### config.mk
export PLATFORM = sky130hd
export DESIGN_NAME = amaa_fifo
export DESIGN_NICKNAME = d
export VERILOG_FILES = /design/src/design/action_match_and_apply_core_macros.svh /design/src/design/amaa_pkg.sv /design/src/design/amaa_fifo.sv
export SDC_FILE = /design/constraint.sdc
export NUM_CORES = 1
export LEC_CHECK = 0
export ABC_AREA = 0
export BUFFER_PORTS_ARGS = -buffer_cell sky130_fd_sc_hd__buf_2
export CORE_AREA = 5 5 49 51
export DETAILED_ROUTE_END_ITERATION = 7
export DIE_AREA = 0 0 54 56
export GPL_TIMING_DRIVEN = 1
export PLACE_DENSITY = 0.71
export RECOVER_POWER = 50
export SYNTH_ARGS = -nofsm -noshare
export SYNTH_HDL_FRONTEND = slang
export SYNTH_SLANG_ARGS = --single-unit
### constraint.sdc
create_clock -name clk_i -period 1.3 [get_ports clk_i]
set_input_delay 0.13 -clock clk_i [delete_from_list [all_inputs] [get_ports clk_i]]
set_output_delay 0.13 -clock clk_i [all_outputs]
set_load 0.05 [all_outputs]
### src/design/action_match_and_apply_core_macros.svh
// assertion macros shared by the action match and apply core
// expects clk_i and rst_ni in the scope of each use
`ifndef ACTION_MATCH_AND_APPLY_CORE_MACROS_SVH
`define ACTION_MATCH_AND_APPLY_CORE_MACROS_SVH

`define AMAA_ASSERT(lbl, prop, msg) \
  lbl: assert property (@(posedge clk_i) disable iff (!rst_ni) prop) \
    else $error(msg);

`define AMAA_ASSERT_NEXT(lbl, ante, cons, msg) \
  `AMAA_ASSERT(lbl, (ante) |=> (cons), msg)

`endif

### src/design/amaa_pkg.sv
// shared types and constants of the action match and apply core
// no dependencies
package amaa_pkg;

  localparam int unsigned FIELD_W = 64;
  localparam int unsigned ID_W    = 4;
  localparam int unsigned COST_W  = 16;
  localparam int unsigned CNT_W   = 5;

  typedef enum logic {
    OP_LOAD   = 1'b0,
    OP_EXPAND = 1'b1
  } op_e;

  typedef struct packed {
    logic full;
    logic empty;
  } fifo_stat_t;

endpackage

### src/design/amaa_fifo.sv
// small register queue used for commands and for results
// depends on amaa_pkg
module amaa_fifo #(
  parameter int unsigned WIDTH = 8,
  parameter int unsigned DEPTH = 2,
  parameter int unsigned CW    = $clog2(DEPTH + 1)
) (
  input  logic                   clk_i,
  input  logic                   rst_ni,
  input  logic                   push_i,
  input  logic [WIDTH-1:0]       data_i,
  input  logic                   pop_i,
  output logic [WIDTH-1:0]       data_o,
  output amaa_pkg::fifo_stat_t   stat_o,
  output logic [CW-1:0]          count_o
);
  import amaa_pkg::*;

  localparam int unsigned AW = (DEPTH > 1) ? $clog2(DEPTH) : 1;
  localparam logic [AW-1:0] LAST_PTR = AW'(DEPTH - 1);

  logic [WIDTH-1:0] mem_q [DEPTH];
  logic [AW-1:0]    wr_ptr_q, wr_ptr_d, rd_ptr_q, rd_ptr_d;
  logic [CW-1:0]    count_q, count_d;
  logic             do_push, do_pop;

  assign stat_o.full  = (count_q == CW'(DEPTH));
  assign stat_o.empty = (count_q == '0);
  assign count_o      = count_q;
  assign data_o       = mem_q[rd_ptr_q];
  assign do_push      = push_i && !stat_o.full;
  assign do_pop       = pop_i && !stat_o.empty;

  always_comb begin
    wr_ptr_d = wr_ptr_q;
    rd_ptr_d = rd_ptr_q;
    count_d  = count_q;
    if (do_push) begin
      wr_ptr_d = (wr_ptr_q == LAST_PTR) ? '0 : wr_ptr_q + AW'(1);
    end
    if (do_pop) begin
      rd_ptr_d = (rd_ptr_q == LAST_PTR) ? '0 : rd_ptr_q + AW'(1);
    end
    if (do_push && !do_pop) begin
      count_d = count_q + CW'(1);
    end else if (do_pop && !do_push) begin
      count_d = count_q - CW'(1);
    end
  end

  always_ff @(posedge clk_i or negedge rst_ni) begin
    if (!rst_ni) begin
      wr_ptr_q <= '0;
      rd_ptr_q <= '0;
      count_q  <= '0;
    end else begin
      wr_ptr_q <= wr_ptr_d;
      rd_ptr_q <= rd_ptr_d;
      count_q  <= count_d;
    end
  end

  always_ff @(posedge clk_i) begin
    if (do_push) begin
      mem_q[wr_ptr_q] <= data_i;
    end
  end

endmodule

==> flow_metrics.env <==
export IMPL_syn_to_final_growth_pct=59.7
export IMPL_clk_pin_slew_ps=100
export IMPL_cts_max_level=1
export IMPL_grt_pass1_wl_um=2430
export IMPL_drv_cap=0
export IMPL_post_place_ws_ps=-36.0
export IMPL_layout_nets=100
export IMPL_grt_use_met3=0.0349
export IMPL_hold_start="data_i[4]"
export IMPL_critical_path_arrival_ps=1320
export IMPL_violations="setup timing"
export IMPL_drive_above_1_share=0.616
export IMPL_wl_um=1550
export IMPL_start_kind="register"
export IMPL_total_power_mw=3.41
export IMPL_drc=0
export IMPL_die_h_um=56
export IMPL_viasPerCell=4.49
export IMPL_peakVddDrop_v=0.00168
export IMPL_synthTopCellsByCount="edfxtp_1 (16), mux2_1 (6), dfrtp_1 (4), nor2_1 (3)"
export IMPL_num_vias=507
export IMPL_setup_violations=9
export IMPL_timing_rr_start="count_o[0]$_DFFE_PN0P_"
export IMPL_relSlewSlack=0.816
export IMPL_critPathRequiredTime_ps=1170
export IMPL_rsz0062_at_grt="yes"
export IMPL_r2r_end="count_o[1]$_DFFE_PN0P_"
export IMPL_synth_cell_type_count=15
export IMPL_root_buffer="clkbuf_4"
export IMPL_use_met2=0.176
export IMPL_num_rows=16
export IMPL_top_usage_layer="met2"
export IMPL_netlist_top_cell_by_area="edfxtp_1"
export IMPL_skew_ps=1.31
export IMPL_cts_made_buffers=3
export IMPL_finalWorstSetupSlack_ps=-153
export IMPL_numPortBuffers=23
export IMPL_reg2reg_depth=7
export IMPL_ys_flop_type="edfxtp_1"
export IMPL_synthArstFlopShare=0.200
export IMPL_hold_path_class="input pin to register"
export IMPL_hold_violations=0
export IMPL_grt_ovfl_total=0
export IMPL_die_w_um=54
export IMPL_synth_edf_count=16
export IMPL_min_path_cells=1
export IMPL_ys_seq_area_frac=0.742
export IMPL_grt_max_degree=12
export IMPL_cts_buffer_depth=2
export IMPL_holdPathEnd="mem_q[1][4]$_DFFE_PP_"
export IMPL_final_cells=113
export IMPL_synth_cells=44
export IMPL_cts_tree="done"
export IMPL_ant_nets=0
export IMPL_syn_nets=57
export IMPL_period_share=1.12
export IMPL_gp_congestion=0.647
export IMPL_critPathMaxFanout=5
export IMPL_clock_fmax_mhz=688
export IMPL_status="complete, but fails checks"
export IMPL_grt_pass1_vias=554
export IMPL_first_pass_iters=4
export IMPL_fin_crit_ps=1450
export IMPL_worstMarginPinSlew_ps=276
export IMPL_path_class="register to primary output"
export IMPL_wl_per_cell_um=13.7
export IMPL_clock_latency_ps=300
export IMPL_grtUsageMet1=0.136
export IMPL_power_density_nw_per_um2=2730
export IMPL_core_area_um2=1900
export IMPL_drv_slew=0
export IMPL_yosys_top_cells_area="edfxtp_1 (61%), dfrtp_1 (13%), mux2_1 (8.6%)"
export IMPL_synth_seq_cells=20
export IMPL_r2r_slack_ps=-20
export IMPL_drt_iter0_drc=4
export IMPL_ys_warn_count=0
export IMPL_multi_input_area_um2=256
export IMPL_insertedDiodeCount=0
export IMPL_grt_antenna_before_repair=0
export IMPL_track_usage=0.114
export IMPL_synth_area_um2=782
export IMPL_cts_sinks=20
export IMPL_initial_utilization=0.411
export IMPL_worstSetupEndpointType="primary output"
export IMPL_io_pins=24
export IMPL_place_hpwl_um=1000
export IMPL_die_area_um2=3020
export IMPL_whs_ps=22.6
export IMPL_nFillCells=144
export IMPL_register_area_um2=584
export IMPL_dp_cells=99
export IMPL_p_leak_nw=0.517
export IMPL_yosysTopAreaCellShare=0.614
export IMPL_synth_most_common_cell="edfxtp_1"
export IMPL_syn_avg_cell_area_um2=17.8
cell usage in the layout, fill, tap and decap left out:
cell type / synthesis / routed
edfxtp_1: 16 / 16
buf_6: 0 / 14
mux2_4: 0 / 6
buf_2: 1 / 6
clkbuf_1: 0 / 5
buf_4: 0 / 5
clkbuf_4: 0 / 4
dlygate4sd3_1: 0 / 4
dfrtp_2: 0 / 3
buf_8: 0 / 3
mux2_2: 2 / 2
nor2_4: 0 / 2
inv_2: 0 / 2
xnor2_1: 2 / 2
xor2_1: 2 / 2
buf_1: 0 / 2
nand2b_4: 0 / 1
nand2_4: 0 / 1
o21ai_2: 0 / 1
and3_2: 0 / 1
xnor2_2: 1 / 1
nor2_1: 3 / 1
ha_4: 0 / 1
dfrtp_1: 4 / 1
what timing repair did:
action / 4_1_cts / 5_1_grt
gates resized for setup: 33 / 11
pin swaps: 2 / 2
setup endpoints to repair: 11 / 19
buffers inserted: 5 / 1
hold endpoints to repair: 4 / 6
hold buffers: 1 / 3
final cells by class:
| class | instances | area share |
|---|---|---|
| Clock buffer | 4 | 0.0210 |
| Inverter | 2 | 0.00601 |
| Sequential cell | 20 | 0.468 |
| Multi-Input combinational cell | 21 | 0.205 |
| Timing Repair Buffer | 39 | 0.273 |
| Tap cell | 27 | 0.0271 |
routing by layer:
metal,share of wire,up-vias
met5,0,-
met4,0.023,0
met3,0.071,5
met2,0.51,22
met1,0.39,239
li1,-,241
per-stage QoR:
stage	setup TNS [ps]	util	instance area (um2)
after global routing	-1880	0.657	1250
after detailed placement	-44.5	0.529	1010
after global placement	0	0.529	1010
after floorplan	-1590	-	817
after CTS	-1170	0.620	1180
final	-1200	0.657	1250
flip-flops by register name (all words and copies together), names as in the netlist:
name / count
mem_q: 16
count_o: 2
rd_ptr_q: 1
wr_ptr_q: 1
kinds of logic after synthesis:
kind of cell,synth area share
fa+ha+maj,0.0160
mux,0.115
simple gates,0.0384
compound gates,0.00639
buf+inv,0.0160
xor+xnor,0.0656
flops,0.742
worst max-delay path by stage:
stage	start	depth (start not counted)	to	slack, ps
after floorplan	count_o[0]$_DFFE_PN0P_	7	count_o[1]$_DFFE_PN0P_	-170
after global placement	rd_ptr_q$_DFFE_PN0P_	2	data_o[2]	10
after detailed placement	count_o[0]$_DFFE_PN0P_	7	count_o[1]$_DFFE_PN0P_	-40
after CTS	rd_ptr_q$_DFFE_PN0P_	3	data_o[7]	-150
after global routing	rd_ptr_q$_DFFE_PN0P_	3	data_o[2]	-220
final	rd_ptr_q$_DFFE_PN0P_	3	data_o[2]	-150
power by group:
group / leakage (nW) / internal (mW) / total [mW] / switching [mW]
logic: 0.310 / 0.960 / 2.08 / 1.12
registers: 0.192 / 0.905 / 1.03 / 0.123
clock network: 0.0150 / 0.120 / 0.299 / 0.179
total: 0.517 / 1.99 / 3.41 / 1.42
worst max-delay path, stage by stage (launching register included):
cell and delay (ps):
dfrtp_2 390, buf_6 130, mux2_2 340, buf_6 160
Note: power is estimated with default switching activity, not from simulation.
