===== src/design/action_match_and_apply_core_macros.svh =====
// assertion macros shared by the action match and apply core
// expects clk_i and rst_ni in the scope of each use
`ifndef ACTION_MATCH_AND_APPLY_CORE_MACROS_SVH
`define ACTION_MATCH_AND_APPLY_CORE_MACROS_SVH

`define AMAA_ASSERT(lbl, prop, msg) \
  lbl: assert property (@(posedge clk_i) disable iff (!rst_ni) prop) \
    else $error(msg);

`define AMAA_ASSERT_NEXT(lbl, ante, cons, msg) \
  `AMAA_ASSERT(lbl, (ante) |=> (cons), msg)

`endif


===== src/design/amaa_pkg.sv =====
// shared types and constants of the action match and apply core
// no dependencies
package amaa_pkg;

  localparam int unsigned FIELD_W = 64;
  localparam int unsigned ID_W    = 4;
  localparam int unsigned COST_W  = 16;
  localparam int unsigned CNT_W   = 5;

  typedef enum logic {
    OP_LOAD   = 1'b0,
    OP_EXPAND = 1'b1
  } op_e;

  typedef struct packed {
    logic full;
    logic empty;
  } fifo_stat_t;

endpackage


===== src/design/amaa_front.sv =====
// front end: accepts input transactions, drops loads to missing slots,
// trims atoms and packs commands for the command queue; depends on amaa_pkg
module amaa_front #(
  parameter int unsigned MAX_ACTIONS = 16,
  parameter int unsigned NUM_ATOMS   = 64,
  parameter int unsigned CMD_W       = 1 + 4 + 4 * 64 + 16
) (
  input  logic                             push_i,
  input  amaa_pkg::fifo_stat_t             cmd_stat_i,
  input  logic                             operation_i,
  input  logic [amaa_pkg::ID_W-1:0]        entry_index_i,
  input  logic [amaa_pkg::FIELD_W-1:0]     pre_values_i,
  input  logic [amaa_pkg::FIELD_W-1:0]     pre_mask_i,
  input  logic [amaa_pkg::FIELD_W-1:0]     post_set_i,
  input  logic [amaa_pkg::FIELD_W-1:0]     post_mask_i,
  input  logic [amaa_pkg::COST_W-1:0]      entry_cost_i,
  input  logic [amaa_pkg::FIELD_W-1:0]     world_values_i,
  input  logic [amaa_pkg::FIELD_W-1:0]     world_mask_i,
  output logic                             cmd_push_o,
  output logic [CMD_W-1:0]                 cmd_data_o
);
  import amaa_pkg::*;

  typedef struct packed {
    op_e                   op;
    logic [ID_W-1:0]       slot;
    logic [NUM_ATOMS-1:0]  d0;
    logic [NUM_ATOMS-1:0]  d1;
    logic [NUM_ATOMS-1:0]  d2;
    logic [NUM_ATOMS-1:0]  d3;
    logic [COST_W-1:0]     cost;
  } cmd_t;

  cmd_t cmd;
  logic slot_ok;
  logic is_expand;

  assign is_expand = (op_e'(operation_i) == OP_EXPAND);
  assign slot_ok   = (int'(entry_index_i) < MAX_ACTIONS);

  always_comb begin
    cmd.op   = op_e'(operation_i);
    cmd.slot = entry_index_i;
    cmd.d0   = is_expand ? world_values_i[NUM_ATOMS-1:0] : pre_values_i[NUM_ATOMS-1:0];
    cmd.d1   = is_expand ? world_mask_i[NUM_ATOMS-1:0] : pre_mask_i[NUM_ATOMS-1:0];
    cmd.d2   = post_set_i[NUM_ATOMS-1:0];
    cmd.d3   = post_mask_i[NUM_ATOMS-1:0];
    cmd.cost = entry_cost_i;
  end

  // a load to a slot beyond the table is taken and dropped
  assign cmd_push_o = push_i && !cmd_stat_i.full && (is_expand || slot_ok);
  assign cmd_data_o = cmd;

endmodule


===== config.mk =====
export PLATFORM = sky130hd
export DESIGN_NAME = amaa_front
export DESIGN_NICKNAME = d
export VERILOG_FILES = /design/src/design/action_match_and_apply_core_macros.svh /design/src/design/amaa_pkg.sv /design/src/design/amaa_front.sv
export SDC_FILE = /design/constraint.sdc
export NUM_CORES = 1
export LEC_CHECK = 0
export BUFFER_PORTS_ARGS = -buffer_cell sky130_fd_sc_hd__buf_2
export CAP_MARGIN = 30
export CORE_AREA = 2 2 264 266
export DETAILED_ROUTE_END_ITERATION = 10
export DIE_AREA = 0 0 266 268
export PLACE_DENSITY_LB_ADDON = 0.15
export SETUP_SLACK_MARGIN = 0.5
export SLEW_MARGIN = 20
export SYNTH_ARGS = -nofsm -noshare
export SYNTH_HDL_FRONTEND = slang
export SYNTH_SLANG_ARGS = --single-unit
export TNS_END_PERCENT = 100

===== constraint.sdc =====
create_clock -name vclk -period 1.2
set_input_delay 0.3 -clock vclk [all_inputs]
set_output_delay 0.3 -clock vclk [all_outputs]
set_load 0.01 [all_outputs]

==> flow_summary_export.csv, run 1 <==
group,metric,value,unit
timing,grt_setup_unrepaired,"yes",
timing,maxSlewHeadroom,0.862,
yosys,synth_top_area_frac,0.525,
yosys,synth_warnings,0,
placement,place_area,5120,um^2
global_routing,overflow,0,
cells_and_area,stdcell_area,5890,um^2
cells_and_area,final_common_cell,"buf_2",
yosys,synthAdderAreaFrac,0,
global_routing,track_usage,0.0419,
timing,period_minus_slack,1520,ps
route,drc,0,
die,rows,96,
setup_path,cp_common_cell,"buf_16",
cells_and_area,finish.utilization,0.0863,
yosys,netlist_area,2740,um^2
cells_and_area,clock_buffers,0,
timing,setup_viol,128,
power,power.total,2.12,mW
setup_path,cpMaxStageDelayCell,"mux2_4",
timing,fin_crit_sh,1.27,
die,start_util,0.0402,
yosys,yosysUniqueCellTypes,5,
setup_path,cp-start-kind,"primary input",
die,die_w,266,um
timing,clock.fmax,657,MHz
cells_and_area,layout_common_cells,"buf_2, mux2_4, buf_6",
placement,dpl.cell_count,1427,
status,violations,"setup timing",
setup_path,arrival,1220,ps
yosys,synth.yosys.seq_area_share,0,
cells_and_area,design.seq.count,0,
die,fp.coreArea,68200,um^2
power,ir_worst_vdd,0.0978,mV
route,ant_nets,0,
setup_path,worstPathCellList,"buf_16 -> buf_16 -> buf_12 -> mux2_4 -> buf_6",
setup_path,max_stage_delay,310,ps
setup_path,worstPathRequired,900,ps
route,dr.first_iter.drc_count,27,
global_routing,grt_max_degree,18,
placement,dp_hpwl,14.2,mm
yosys,synth_cells,292,
cells_and_area,drive_above_1_share,1.00,
yosys,synth_top_family_by_area,"multiplexers",
timing,setup_ws,-322,ps
run,maxCapViolations,0,
die,design.die.area,71300,um^2
placement,gp_congestion,0.676,
global_routing,grt_pass1_wl,21.3,mm
yosys,synth_nets,700,
yosys,synth-xor-area-share,0,
route,vias_per_cell,2.19,
die,die_h,268,um
yosys,synth_area_leaders,"mux2_2, buf_4, clkbuf_8",
hold_path,hold_class,"in -> out",
placement,port_buffers,389,
cells_and_area,seq_area,0,um^2
timing,fin_setup_tns,-35140,ps
timing,slew_viol_final,0,
yosys,synth.largest_area_cell,"mux2_2",
global_routing,antenna_found_initial,7,
status,status,"complete, but fails checks",
cells_and_area,area_growth,115,%
global_routing,grt_pass1_vias,3218,
route,wl_per_cell,12.0,um
power,p_per_area,360,nW/um^2
yosys,synth_compound_area_frac,0,
placement,dp_slack,-433,ps
power,p_leak,2.95,nW
route,first_pass_iters,4,
route,vias,3162,
setup_path,worstSetupPathType,"in -> out",
timing,whs,600,ps
setup_path,endpoint_kind,"output port",
clock_tree,hold_buffers,0,
timing,hold_viol_final,0,
timing,worstMarginPinSlew,206,ps
cells_and_area,fin_cells,1441,
setup_path,path_max_fanout,11,
route,routed_wl,17.3,mm
yosys,synth-simple-area-share,0.00228,
die,ioPinCount,686,
yosys,synth_mux_area_frac,0.525,
yosys,syn_area_per_cell,9.40,um^2
cells_and_area,fill_cells,7990,
cells_and_area,fin_nets,968,
## cells by family (layout without fill, tap and decap cells)
group,Yosys count,count (layout)
simple gates,1,1
other cells,0,1
mux,128,128
buf+inv,163,429
## cell usage after synthesis (all sizes together)
cell type and count:
buf 155, mux2 128, clkbuf 8, nor2b 1
## layer usage
metal,routed length [um],up-vias,GRT usage
li1,-,1385,-
met1,4950,1368,0.0331
met2,8740,335,0.0812
met3,2460,68,0.0214
met4,1160,6,0.0251
met5,37,-,0
## worst paths after layout
check / startpoint / endpoint / cells after the start
worst max-delay path: operation_i / cmd_data_o[256] / 5
worst min-delay path: post_mask_i[47] / cmd_data_o[63] / 0
## layout make-up
class	count	area, um^2	share of cell area
timing repair buffer	429	2910	0.494
multi-input combinational	129	1870	0.318
antenna	1	2.50	0.000425
tap	882	1100	0.187
## worst max-delay path: cells and delay by family
kind,cells,cell delay [ps]
buffers and inverters,4,570
muxes,1,310
## repair_timing
action                                  in CTS  in global routing
endpoints found under the hold margin        0                  0
buffers inserted                             0                  5
endpoints found under the setup margin     130                130
pin swaps                                    0                  0
cloned                                       6                  2
gates resized for setup                     92                 10
## power by group
| part | internal (mW) | total, mW | switching, mW |
|---|---|---|---|
| Clock | 0.000000112 | 0.000000112 | 0 |
| Combinational | 1.34 | 2.12 | 0.777 |
| Sequential | 0 | 0 | 0 |
| Total | 1.34 | 2.12 | 0.777 |
Note: power is estimated with default switching activity, not from simulation.
==> run 2: changes to the inputs <==
--- a/config.mk
+++ b/config.mk
@@ -7,9 +7,12 @@
 export LEC_CHECK = 0
 export BUFFER_PORTS_ARGS = -buffer_cell sky130_fd_sc_hd__buf_2
 export CAP_MARGIN = 30
-export CORE_AREA = 2 2 264 266
+export CELL_PAD_IN_SITES_DETAIL_PLACEMENT = 1
+export CELL_PAD_IN_SITES_GLOBAL_PLACEMENT = 1
+export CORE_AREA = 2 2 265 267
 export DETAILED_ROUTE_END_ITERATION = 10
-export DIE_AREA = 0 0 266 268
+export DIE_AREA = 0 0 267 269
+export GPL_TIMING_DRIVEN = 1
 export PLACE_DENSITY_LB_ADDON = 0.15
 export SETUP_SLACK_MARGIN = 0.5
 export SLEW_MARGIN = 20
==> run 2 against run 1 <==
  * The run still ends with setup timing left
  * Hold slack is essentially flat
  * First-iteration DRC count decreased by 33%
  * Combinational power increased by 9.9%
  * Largest cell class unchanged
  * Largest power group unchanged
==> flow_summary_export.csv, run 2 (same netlist as run 1, synthesis figures left out) <==
group,metric,value,unit
status,status,"complete, but fails checks",
status,violations,"setup timing",
timing,slew_viol_final,0,
global_routing,track_usage,0.0446,
power,p_leak,3.04,nW
timing,fin_setup_tns,-20110,ps
cells_and_area,seq_area,0,um^2
die,design.die.area,71800,um^2
cells_and_area,drive_above_1_share,1.00,
placement,dpl.cell_count,1470,
cells_and_area,design.seq.count,0,
cells_and_area,layout_common_cells,"buf_2, mux2_4, buf_6",
timing,setup_viol,128,
setup_path,arrival,1100,ps
hold_path,hold_class,"in -> out",
global_routing,grt_max_degree,16,
run,maxCapViolations,0,
clock_tree,post_cts_buffers,0,
setup_path,endpoint_kind,"output port",
global_routing,overflow,0,
timing,worstMarginPinSlew,140,ps
route,routed_wl,18.3,mm
power,power.total,2.33,mW
timing,clock.fmax,717,MHz
route,drc,0,
timing,fin_crit_sh,1.16,
global_routing,grt_pass1_vias,3541,
timing,setup_ws,-195,ps
cells_and_area,clock_buffers,0,
die,start_util,0.0396,
cells_and_area,final_common_cell,"buf_2",
cells_and_area,stdcell_area,6230,um^2
route,vias,3149,
die,die_w,267,um
power,p_per_area,374,nW/um^2
cells_and_area,fin_nets,948,
route,ant_nets,0,
placement,dp_hpwl,15.3,mm
die,die_h,269,um
power,ir_worst_vdd,0.104,mV
setup_path,worstSetupPathType,"in -> out",
timing,grt_setup_unrepaired,"yes",
global_routing,grt_pass1_wl,23.1,mm
placement,port_buffers,389,
timing,period_minus_slack,1400,ps
clock_tree,hold_buffers,0,
setup_path,cp-start-kind,"primary input",
placement,place_area,5070,um^2
setup_path,path_max_fanout,8,
timing,maxSlewHeadroom,0.907,
die,fp.coreArea,69300,um^2
cells_and_area,fin_cells,1479,
cells_and_area,area_growth,127,%
route,first_pass_iters,3,
placement,gp_congestion,0.678,
setup_path,worstPathRequired,900,ps
die,ioPinCount,686,
timing,whs,600,ps
route,vias_per_cell,2.13,
die,rows,97,
route,dr.first_iter.drc_count,18,
timing,hold_viol_final,0,
route,wl_per_cell,12.4,um
global_routing,antenna_found_initial,1,
## run 2: power breakdown
group / switching (mW) / total, mW / leakage [nW] / internal, mW
combinational: 0.828 / 2.33 / 3.04 / 1.50
sequential: 0 / 0 / 0 / 0
clock: 0 / 0.000000112 / 0.00000634 / 0.000000112
## run 2: layout make-up
cell class	instances	area, um^2
repair buffers	409	3120
multi-input cells	129	1940
well taps	940	1180
diodes	1	2.50
fillers	8247	63100
## run 2: critical path: stages
cell,delay (ps)
buf_16,150
buf_16,160
mux2_4,340
buf_6,130
## run 2: final timing paths
check | start | to | slack [ps] | cells past startpoint
setup / recovery | operation_i | cmd_data_o[210] | -200 | 4
hold / removal | post_set_i[21] | cmd_data_o[101] | 600 | 0
## run 2: layer usage
metal	GRT usage	part of all wire	vias to the layer above
met1	0.0330	0.27	1405
met5	0	0	-
met2	0.0979	0.57	363
met3	0.0154	0.11	40
met4	0.0202	0.045	0
li1	-	-	1341
## run 2: repair_timing
action / 4_1_cts / 5_1_grt
resized for setup: 180 / 10
setup endpoints to repair: 130 / 130
pin swaps: 0 / 0
cloned: 7 / 1
## run 2: stage by stage
stage | worst slack [ps] | utilization
after floorplan | -19.9 | -
after global placement | -451 | 0.0731
after detailed placement | -438 | 0.0731
after CTS | -234 | 0.0890
after global routing | -239 | 0.0899
final | -195 | 0.0899
