## src/design/action_match_and_apply_core_macros.svh

```systemverilog
// assertion macros shared by the action match and apply core
// expects clk_i and rst_ni in the scope of each use
`ifndef ACTION_MATCH_AND_APPLY_CORE_MACROS_SVH
`define ACTION_MATCH_AND_APPLY_CORE_MACROS_SVH

`define AMAA_ASSERT(lbl, prop, msg) \
  lbl: assert property (@(posedge clk_i) disable iff (!rst_ni) prop) \
    else $error(msg);

`define AMAA_ASSERT_NEXT(lbl, ante, cons, msg) \
  `AMAA_ASSERT(lbl, (ante) |=> (cons), msg)

`endif

```

## src/design/amaa_pkg.sv

```systemverilog
// shared types and constants of the action match and apply core
// no dependencies
package amaa_pkg;

  localparam int unsigned FIELD_W = 64;
  localparam int unsigned ID_W    = 4;
  localparam int unsigned COST_W  = 16;
  localparam int unsigned CNT_W   = 5;

  typedef enum logic {
    OP_LOAD   = 1'b0,
    OP_EXPAND = 1'b1
  } op_e;

  typedef struct packed {
    logic full;
    logic empty;
  } fifo_stat_t;

endpackage

```

## src/design/amaa_back.sv

```systemverilog
// back end: action table memory, scan sequencer, match and effect logic
// holds the action count register; depends on amaa_pkg and the macro header
`include "action_match_and_apply_core_macros.svh"

module amaa_back #(
  parameter int unsigned MAX_ACTIONS = 16,
  parameter int unsigned NUM_ATOMS   = 64,
  parameter int unsigned CMD_W       = 1 + 4 + 4 * 64 + 16,
  parameter int unsigned RES_W       = 4 + 16 + 2 * 64 + 2,
  parameter int unsigned RES_DEPTH   = 4,
  parameter int unsigned RCW         = $clog2(RES_DEPTH + 1)
) (
  input  logic                         clk_i,
  input  logic                         rst_ni,
  input  logic                         cfg_valid_i,
  input  logic [amaa_pkg::CNT_W-1:0]   cfg_data_i,
  output logic                         cfg_ready_o,
  input  logic [CMD_W-1:0]             cmd_data_i,
  input  amaa_pkg::fifo_stat_t         cmd_stat_i,
  output logic                         cmd_pop_o,
  input  amaa_pkg::fifo_stat_t         res_stat_i,
  input  logic [RCW-1:0]               res_count_i,
  output logic                         res_push_o,
  output logic [RES_W-1:0]             res_data_o
);
  import amaa_pkg::*;

  localparam int unsigned IW = (MAX_ACTIONS > 1) ? $clog2(MAX_ACTIONS) : 1;
  localparam int unsigned LW = $clog2(MAX_ACTIONS + 1);

  typedef enum logic [2:0] {
    S_IDLE  = 3'b001,
    S_SCAN  = 3'b010,
    S_FLUSH = 3'b100
  } back_state_e;

  typedef struct packed {
    op_e                   op;
    logic [ID_W-1:0]       slot;
    logic [NUM_ATOMS-1:0]  d0;
    logic [NUM_ATOMS-1:0]  d1;
    logic [NUM_ATOMS-1:0]  d2;
    logic [NUM_ATOMS-1:0]  d3;
    logic [COST_W-1:0]     cost;
  } cmd_t;

  typedef struct packed {
    logic [NUM_ATOMS-1:0]  av;
    logic [NUM_ATOMS-1:0]  am;
    logic [NUM_ATOMS-1:0]  pv;
    logic [NUM_ATOMS-1:0]  pm;
    logic [COST_W-1:0]     cost;
  } entry_t;

  typedef struct packed {
    logic [ID_W-1:0]       id;
    logic [COST_W-1:0]     cost;
    logic [NUM_ATOMS-1:0]  nv;
    logic [NUM_ATOMS-1:0]  nm;
    logic                  found;
    logic                  last;
  } res_t;

  back_state_e          state_q, state_d;
  logic [CNT_W-1:0]     count_q;
  logic [LW-1:0]        limit_q, limit_d, limit_new;
  logic [LW-1:0]        rd_idx_q, rd_idx_d;
  logic                 rd_valid_q;
  logic [IW-1:0]        rd_id_q;
  logic                 hold_valid_q, hold_valid_d;
  res_t                 hold_q, cand, res;
  entry_t               tbl_q [MAX_ACTIONS];
  entry_t               rd_data_q, wr_entry;
  cmd_t                 cmd;
  logic [NUM_ATOMS-1:0] wv_q, wm_q;
  logic                 tbl_we, start_expand, rd_issue, match;

  assign cmd         = cmd_t'(cmd_data_i);
  assign cfg_ready_o = 1'b1;

  // entries beyond the table are never scanned
  assign limit_new = (int'(count_q) < MAX_ACTIONS) ? LW'(count_q) : LW'(MAX_ACTIONS);

  assign wr_entry.av   = cmd.d0;
  assign wr_entry.am   = cmd.d1;
  assign wr_entry.pv   = cmd.d2;
  assign wr_entry.pm   = cmd.d3;
  assign wr_entry.cost = cmd.cost;

  assign cmd_pop_o    = (state_q == S_IDLE) && !cmd_stat_i.empty;
  assign tbl_we       = cmd_pop_o && (cmd.op == OP_LOAD);
  assign start_expand = cmd_pop_o && (cmd.op == OP_EXPAND);

  // one read in flight per free result slot
  assign rd_issue = (state_q == S_SCAN) && (rd_idx_q < limit_q) &&
                    ((int'(res_count_i) + int'(rd_valid_q)) < RES_DEPTH);

  assign match = (((rd_data_q.av ^ wv_q) & rd_data_q.am) == '0);

  always_comb begin
    cand.id    = ID_W'(rd_id_q);
    cand.cost  = rd_data_q.cost;
    cand.nv    = (wv_q & ~rd_data_q.pm) | (rd_data_q.pv & rd_data_q.pm);
    cand.nm    = wm_q | rd_data_q.pm;
    cand.found = 1'b1;
    cand.last  = 1'b0;
  end

  // a match is held until the next one or the end of the scan decides last
  always_comb begin
    res_push_o   = 1'b0;
    res          = hold_q;
    res.last     = 1'b0;
    hold_valid_d = hold_valid_q;
    if (rd_valid_q && match) begin
      res_push_o   = hold_valid_q;
      hold_valid_d = 1'b1;
    end
    if ((state_q == S_FLUSH) && !res_stat_i.full) begin
      res_push_o   = 1'b1;
      hold_valid_d = 1'b0;
      if (hold_valid_q) begin
        res.last = 1'b1;
      end else begin
        res = '0;
        res.last = 1'b1;
      end
    end
  end

  assign res_data_o = res;

  always_comb begin
    state_d  = state_q;
    rd_idx_d = rd_idx_q;
    limit_d  = limit_q;
    case (state_q)
      S_IDLE: begin
        if (start_expand) begin
          rd_idx_d = '0;
          limit_d  = limit_new;
          state_d  = (limit_new == '0) ? S_FLUSH : S_SCAN;
        end
      end
      S_SCAN: begin
        if (rd_issue) begin
          rd_idx_d = rd_idx_q + LW'(1);
        end
        if ((rd_idx_q == limit_q) && !rd_valid_q) begin
          state_d = S_FLUSH;
        end
      end
      S_FLUSH: begin
        if (!res_stat_i.full) begin
          state_d = S_IDLE;
        end
      end
      default: begin
        state_d = S_IDLE;
      end
    endcase
  end

  always_ff @(posedge clk_i or negedge rst_ni) begin
    if (!rst_ni) begin
      state_q      <= S_IDLE;
      count_q      <= '0;
      limit_q      <= '0;
      rd_idx_q     <= '0;
      rd_valid_q   <= 1'b0;
      hold_valid_q <= 1'b0;
    end else begin
      state_q      <= state_d;
      limit_q      <= limit_d;
      rd_idx_q     <= rd_idx_d;
      rd_valid_q   <= rd_issue;
      hold_valid_q <= hold_valid_d;
      if (cfg_valid_i) begin
        count_q <= cfg_data_i;
      end
    end
  end

  always_ff @(posedge clk_i) begin
    if (start_expand) begin
      wv_q <= cmd.d0;
      wm_q <= cmd.d1;
    end
    if (rd_issue) begin
      rd_id_q <= rd_idx_q[IW-1:0];
    end
    if (rd_valid_q && match) begin
      hold_q <= cand;
    end
  end

  // action table: one write port, one registered read port
  always_ff @(posedge clk_i) begin
    if (tbl_we) begin
      tbl_q[IW'(cmd.slot)] <= wr_entry;
    end
    if (rd_issue) begin
      rd_data_q <= tbl_q[rd_idx_q[IW-1:0]];
    end
  end

  `AMAA_ASSERT(a_res_room, res_push_o |-> !res_stat_i.full, "result push into full queue")
  `AMAA_ASSERT(a_read_in_scan, rd_valid_q |-> (state_q == S_SCAN), "table read outside scan")
  `AMAA_ASSERT(a_issue_bound, rd_issue |-> (rd_idx_q < limit_q), "scan read past limit")
  `AMAA_ASSERT_NEXT(a_flush_done, (state_q == S_FLUSH) && !res_stat_i.full, state_q == S_IDLE, "flush did not finish")

endmodule

```

## config.mk

```make
export PLATFORM = sky130hd
export DESIGN_NAME = amaa_back
export DESIGN_NICKNAME = d
export VERILOG_FILES = /design/src/design/amaa_pkg.sv /design/src/design/amaa_back.sv
export VERILOG_INCLUDE_DIRS = /design/src /design/src/design
export SDC_FILE = /design/constraint.sdc
export NUM_CORES = 2
export LEC_CHECK = 0
export BUFFER_PORTS_ARGS = -buffer_cell sky130_fd_sc_hd__buf_2
export CORE_UTILIZATION = 40
export CTS_CLUSTER_DIAMETER = 120
export DETAILED_ROUTE_END_ITERATION = 8
export GPL_ROUTABILITY_DRIVEN = 0
export GPL_TIMING_DRIVEN = 0
export PLACE_DENSITY_LB_ADDON = 0.25
export SKIP_LAST_GASP = 1
export SLEW_MARGIN = 20
export SYNTH_ARGS = -nofsm -noshare
export SYNTH_HDL_FRONTEND = slang
export SYNTH_MEMORY_MAX_BITS = 65536
export SYNTH_SLANG_ARGS = --single-unit
```

## constraint.sdc

```tcl
create_clock -name clk_i -period 53.4 [get_ports clk_i]
set_input_delay 5.34 -clock clk_i [delete_from_list [all_inputs] [get_ports clk_i]]
set_output_delay 5.34 -clock clk_i [all_outputs]
set_load 0.01 [all_outputs]
```

==> results.md <==
- Status: finished, final reports clean
- Iteration-0 DRC Markers: 10100
- Top cell type's share of synthesized area: 0.802
- Period utilization: 0.248
- Most common flop cell mapped by yosys: edfxtp_1
- Leakage power: 66.9 nW
- Crit start category: primary input
- Post-synth top cells: 4904 x edfxtp_1, 1360 x mux4_2, 154 x clkbuf_1, 148 x and2_1, 69 x mux2_2
- Pin count of the biggest net entering global routing: 69
- Slew headroom: 0.201
- Max VDD drop: 0.0319 mV
- Top-count cell post-synth: edfxtp_1
- Slew Limit Fails: 0
- Wirelength, routed: 535000 um
- Final hold violations: 0
- WP buf/inv: 5
- Slowest library cell on the worst path: nor4b_1
- CTS sink count: 4924
- Num ports: 445
- Syn Std Cell Area: 184000 um2
- Vias per cell: 5.65
- Site Rows: 248
- Htree depth: 5
- DRT antenna net count: 0
- TritonCTS clock tree: built
- Synth top area cells: edfxtp_1 80%, mux4_2 17%, and2_1 0.50%
- HPWL after detailed placement: 378000 um
- CP max FO: 10
- Crit path kind: primary input to primary output
- Synth warn: 0
- Gate Count Post-Synth: 7093
- Share of layout cells above drive strength 1: 0.371
- Post-CTS Setup Bufs: 0
- Initial antenna violation count: 207
- Chip width: 680 um
- Critical-path cell list: buf_2 -> nor4b_1 -> nand2_1 -> clkbuf_2 -> buf_12 -> clkbuf_1 -> and2_1 -> buf_2
- Starting Density: 0.402
- DRC violations left: 0
- Synth Net Count: 7391
- Hold Crit Class: register to register
- Vias in the first global route: 86000
- Post-route setup TNS: 0 ns
- Resized cells post-CTS: 0
- CTS buffer count: 459
- Final setup fails: 0
- Worst path max stage delay: 0.49 ns
- Layout Skew: 0.0472 ns
- Root buf cell: clkbuf_16
- Worst path top cell family by delay: simple AND/OR/NAND/NOR gates
- DR WL/cell: 35.4 um
- Core area: 457000 um2
- Drt pass-1 iters: 5
- Final nets: 8797
- Vias: 85400
- Tmin final: 13.27 ns
- Yosys cell types: 43
- Post-synth EDFFs: 4904
- Clk slew on worst S/H paths: 0.06 ns
- Most frequent CP cell: buf_2
- Cell area power density: 42.9 nW/um2
- Fin util: 0.475
- # Max-Cap Violations: 0
- Port Buf Inserts: 441
- Die Y: 680 um
- Worst setup EP type: primary output
- Syn_area_per_cell: 25.9 um2
- Global-route wire length before repair: 721000 um
- Clk_lat worst skew: 0.98 ns
- Remaining Overflow, GRT: 0
- Die Area: 462000 um2
- Area Overhead vs Synth: 18.1%
- FF+latch count, synth: 4924
- Register area share after synthesis: 0.804
- Hold Buf Count CTS: 0
- Synth area leader: edfxtp_1
- FFs w/ async S/R, synth: 0.00406
- RSZ-0062 raised after global routing: false
- Total track usage: 0.228
- Highest Clock Rate: 75.4 MHz
- Clk buf depth: 4
- Crit path DAT: 7.93 ns
- Slew @ Worst Pin: 1.19 ns
- Worst EP required: 48.06 ns
-- stage by stage --
stage                     power, mW  instances  setup slack [ns]  hold WS, ns  cell area (um2)
after floorplan                5.50       7093             27.53        0.400           184000
after global placement         6.16      13700             -2.53        0.407           194000
after detailed placement       6.13      14200             40.15        0.406           202000
after CTS                      9.38      15000             40.15        0.418           217000
after global routing           9.56      15100             40.02        0.427           217000
final                          9.31      15100             40.13        0.419           217000
-- final cells by class --
type	count	area, um2
Antenna cell	91	228
Sequential cell	4924	148000
Inverter	9	41.3
Tap cell	6125	7660
Clock inverter	293	2870
Buffer	323	1800
Multi-Input combinational cell	1837	34300
Clock buffer	555	12100
Timing Repair Buffer	945	10300
Fill cell	36700	240000
-- report_power, final --
part | switching (mW) | internal [mW]
clock network | 1.41 | 1.87
logic | 0.863 | 0.734
registers | 0.0620 | 4.36
-- state kept, by name, summed over array words and instances (netlist names) --
register and count:
rd_id_q 4, hold_valid_q 1, cand 16, wm_q 64, limit_q 5, count_q 5, rd_idx_q 5, rd_data_q 256
wv_q 64, state_q 3, rd_valid_q 1, tbl_q 4352, hold_q 148
-- cell families (layout without fill, tap and decap cells) --
group                      count (synthesis)  in the layout  synth area share
xor gates and xnor gates                  67             67           0.00319
and+or+nand+nor                          286            286           0.00937
AOI/OAI and AO/OA                         47             47           0.00181
buffers and inverters                    332           2125           0.00965
muxes                                   1430           1430             0.171
adders and majority gates                  6              6          0.000409
other                                      1             92         0.0000204
DFF                                     4924           4924             0.804
-- worst reg2reg max path, stage by stage (launching register included) --
cell and delay, ns:
edfxtp_1 0.62, xor2_1 0.41, a22oi_1 0.79, nand4_1 0.50, nor3_1 0.33, nand4_1 0.76, inv_8 0.58, buf_16 0.29
buf_16 0.36
-- worst paths after layout --
path	startpoint	end	slack, ns	depth (start not counted)
worst max register to register	wv_q[41]$_DFFE_PP_	hold_q[83]$_DFFE_PP_	48.25	8
max in group asynchronous	rst_ni	state_q[0]$_DFFE_PN1P_	48.72	1
worst min-delay path	cand[143]$_DFFE_PP_	hold_q[143]$_DFFE_PP_	0.42	0
worst max-delay path	res_stat_i[1]	res_data_o[65]	40.13	8
min in group asynchronous	rst_ni	count_q[2]$_DFFE_PN0P_	4.31	1
worst min register to register	cand[143]$_DFFE_PP_	hold_q[143]$_DFFE_PP_	0.42	0
-- routing by layer --
layer / share of wire / wire length [um] / up-vias / GRT usage
met5: 0.0012 / 629 / - / 0
met4: 0.046 / 24800 / 108 / 0.0958
met3: 0.079 / 42000 / 893 / 0.0473
met2: 0.51 / 271000 / 3635 / 0.390
met1: 0.37 / 196000 / 47000 / 0.284
li1: - / - / 33700 / -
-- cells in the final DEF (no fill, tap or decap), types with 91 or more instances in the layout --
cell type,count
and2_1,148
buf_12,162
buf_16,97
buf_2,494
buf_4,234
buf_6,93
clkbuf_1,215
clkbuf_16,468
clkinv_1,98
clkinv_2,104
diode_2,91
edfxtp_1,4904
mux4_2,1360
Note: power is estimated with default switching activity, not from simulation.
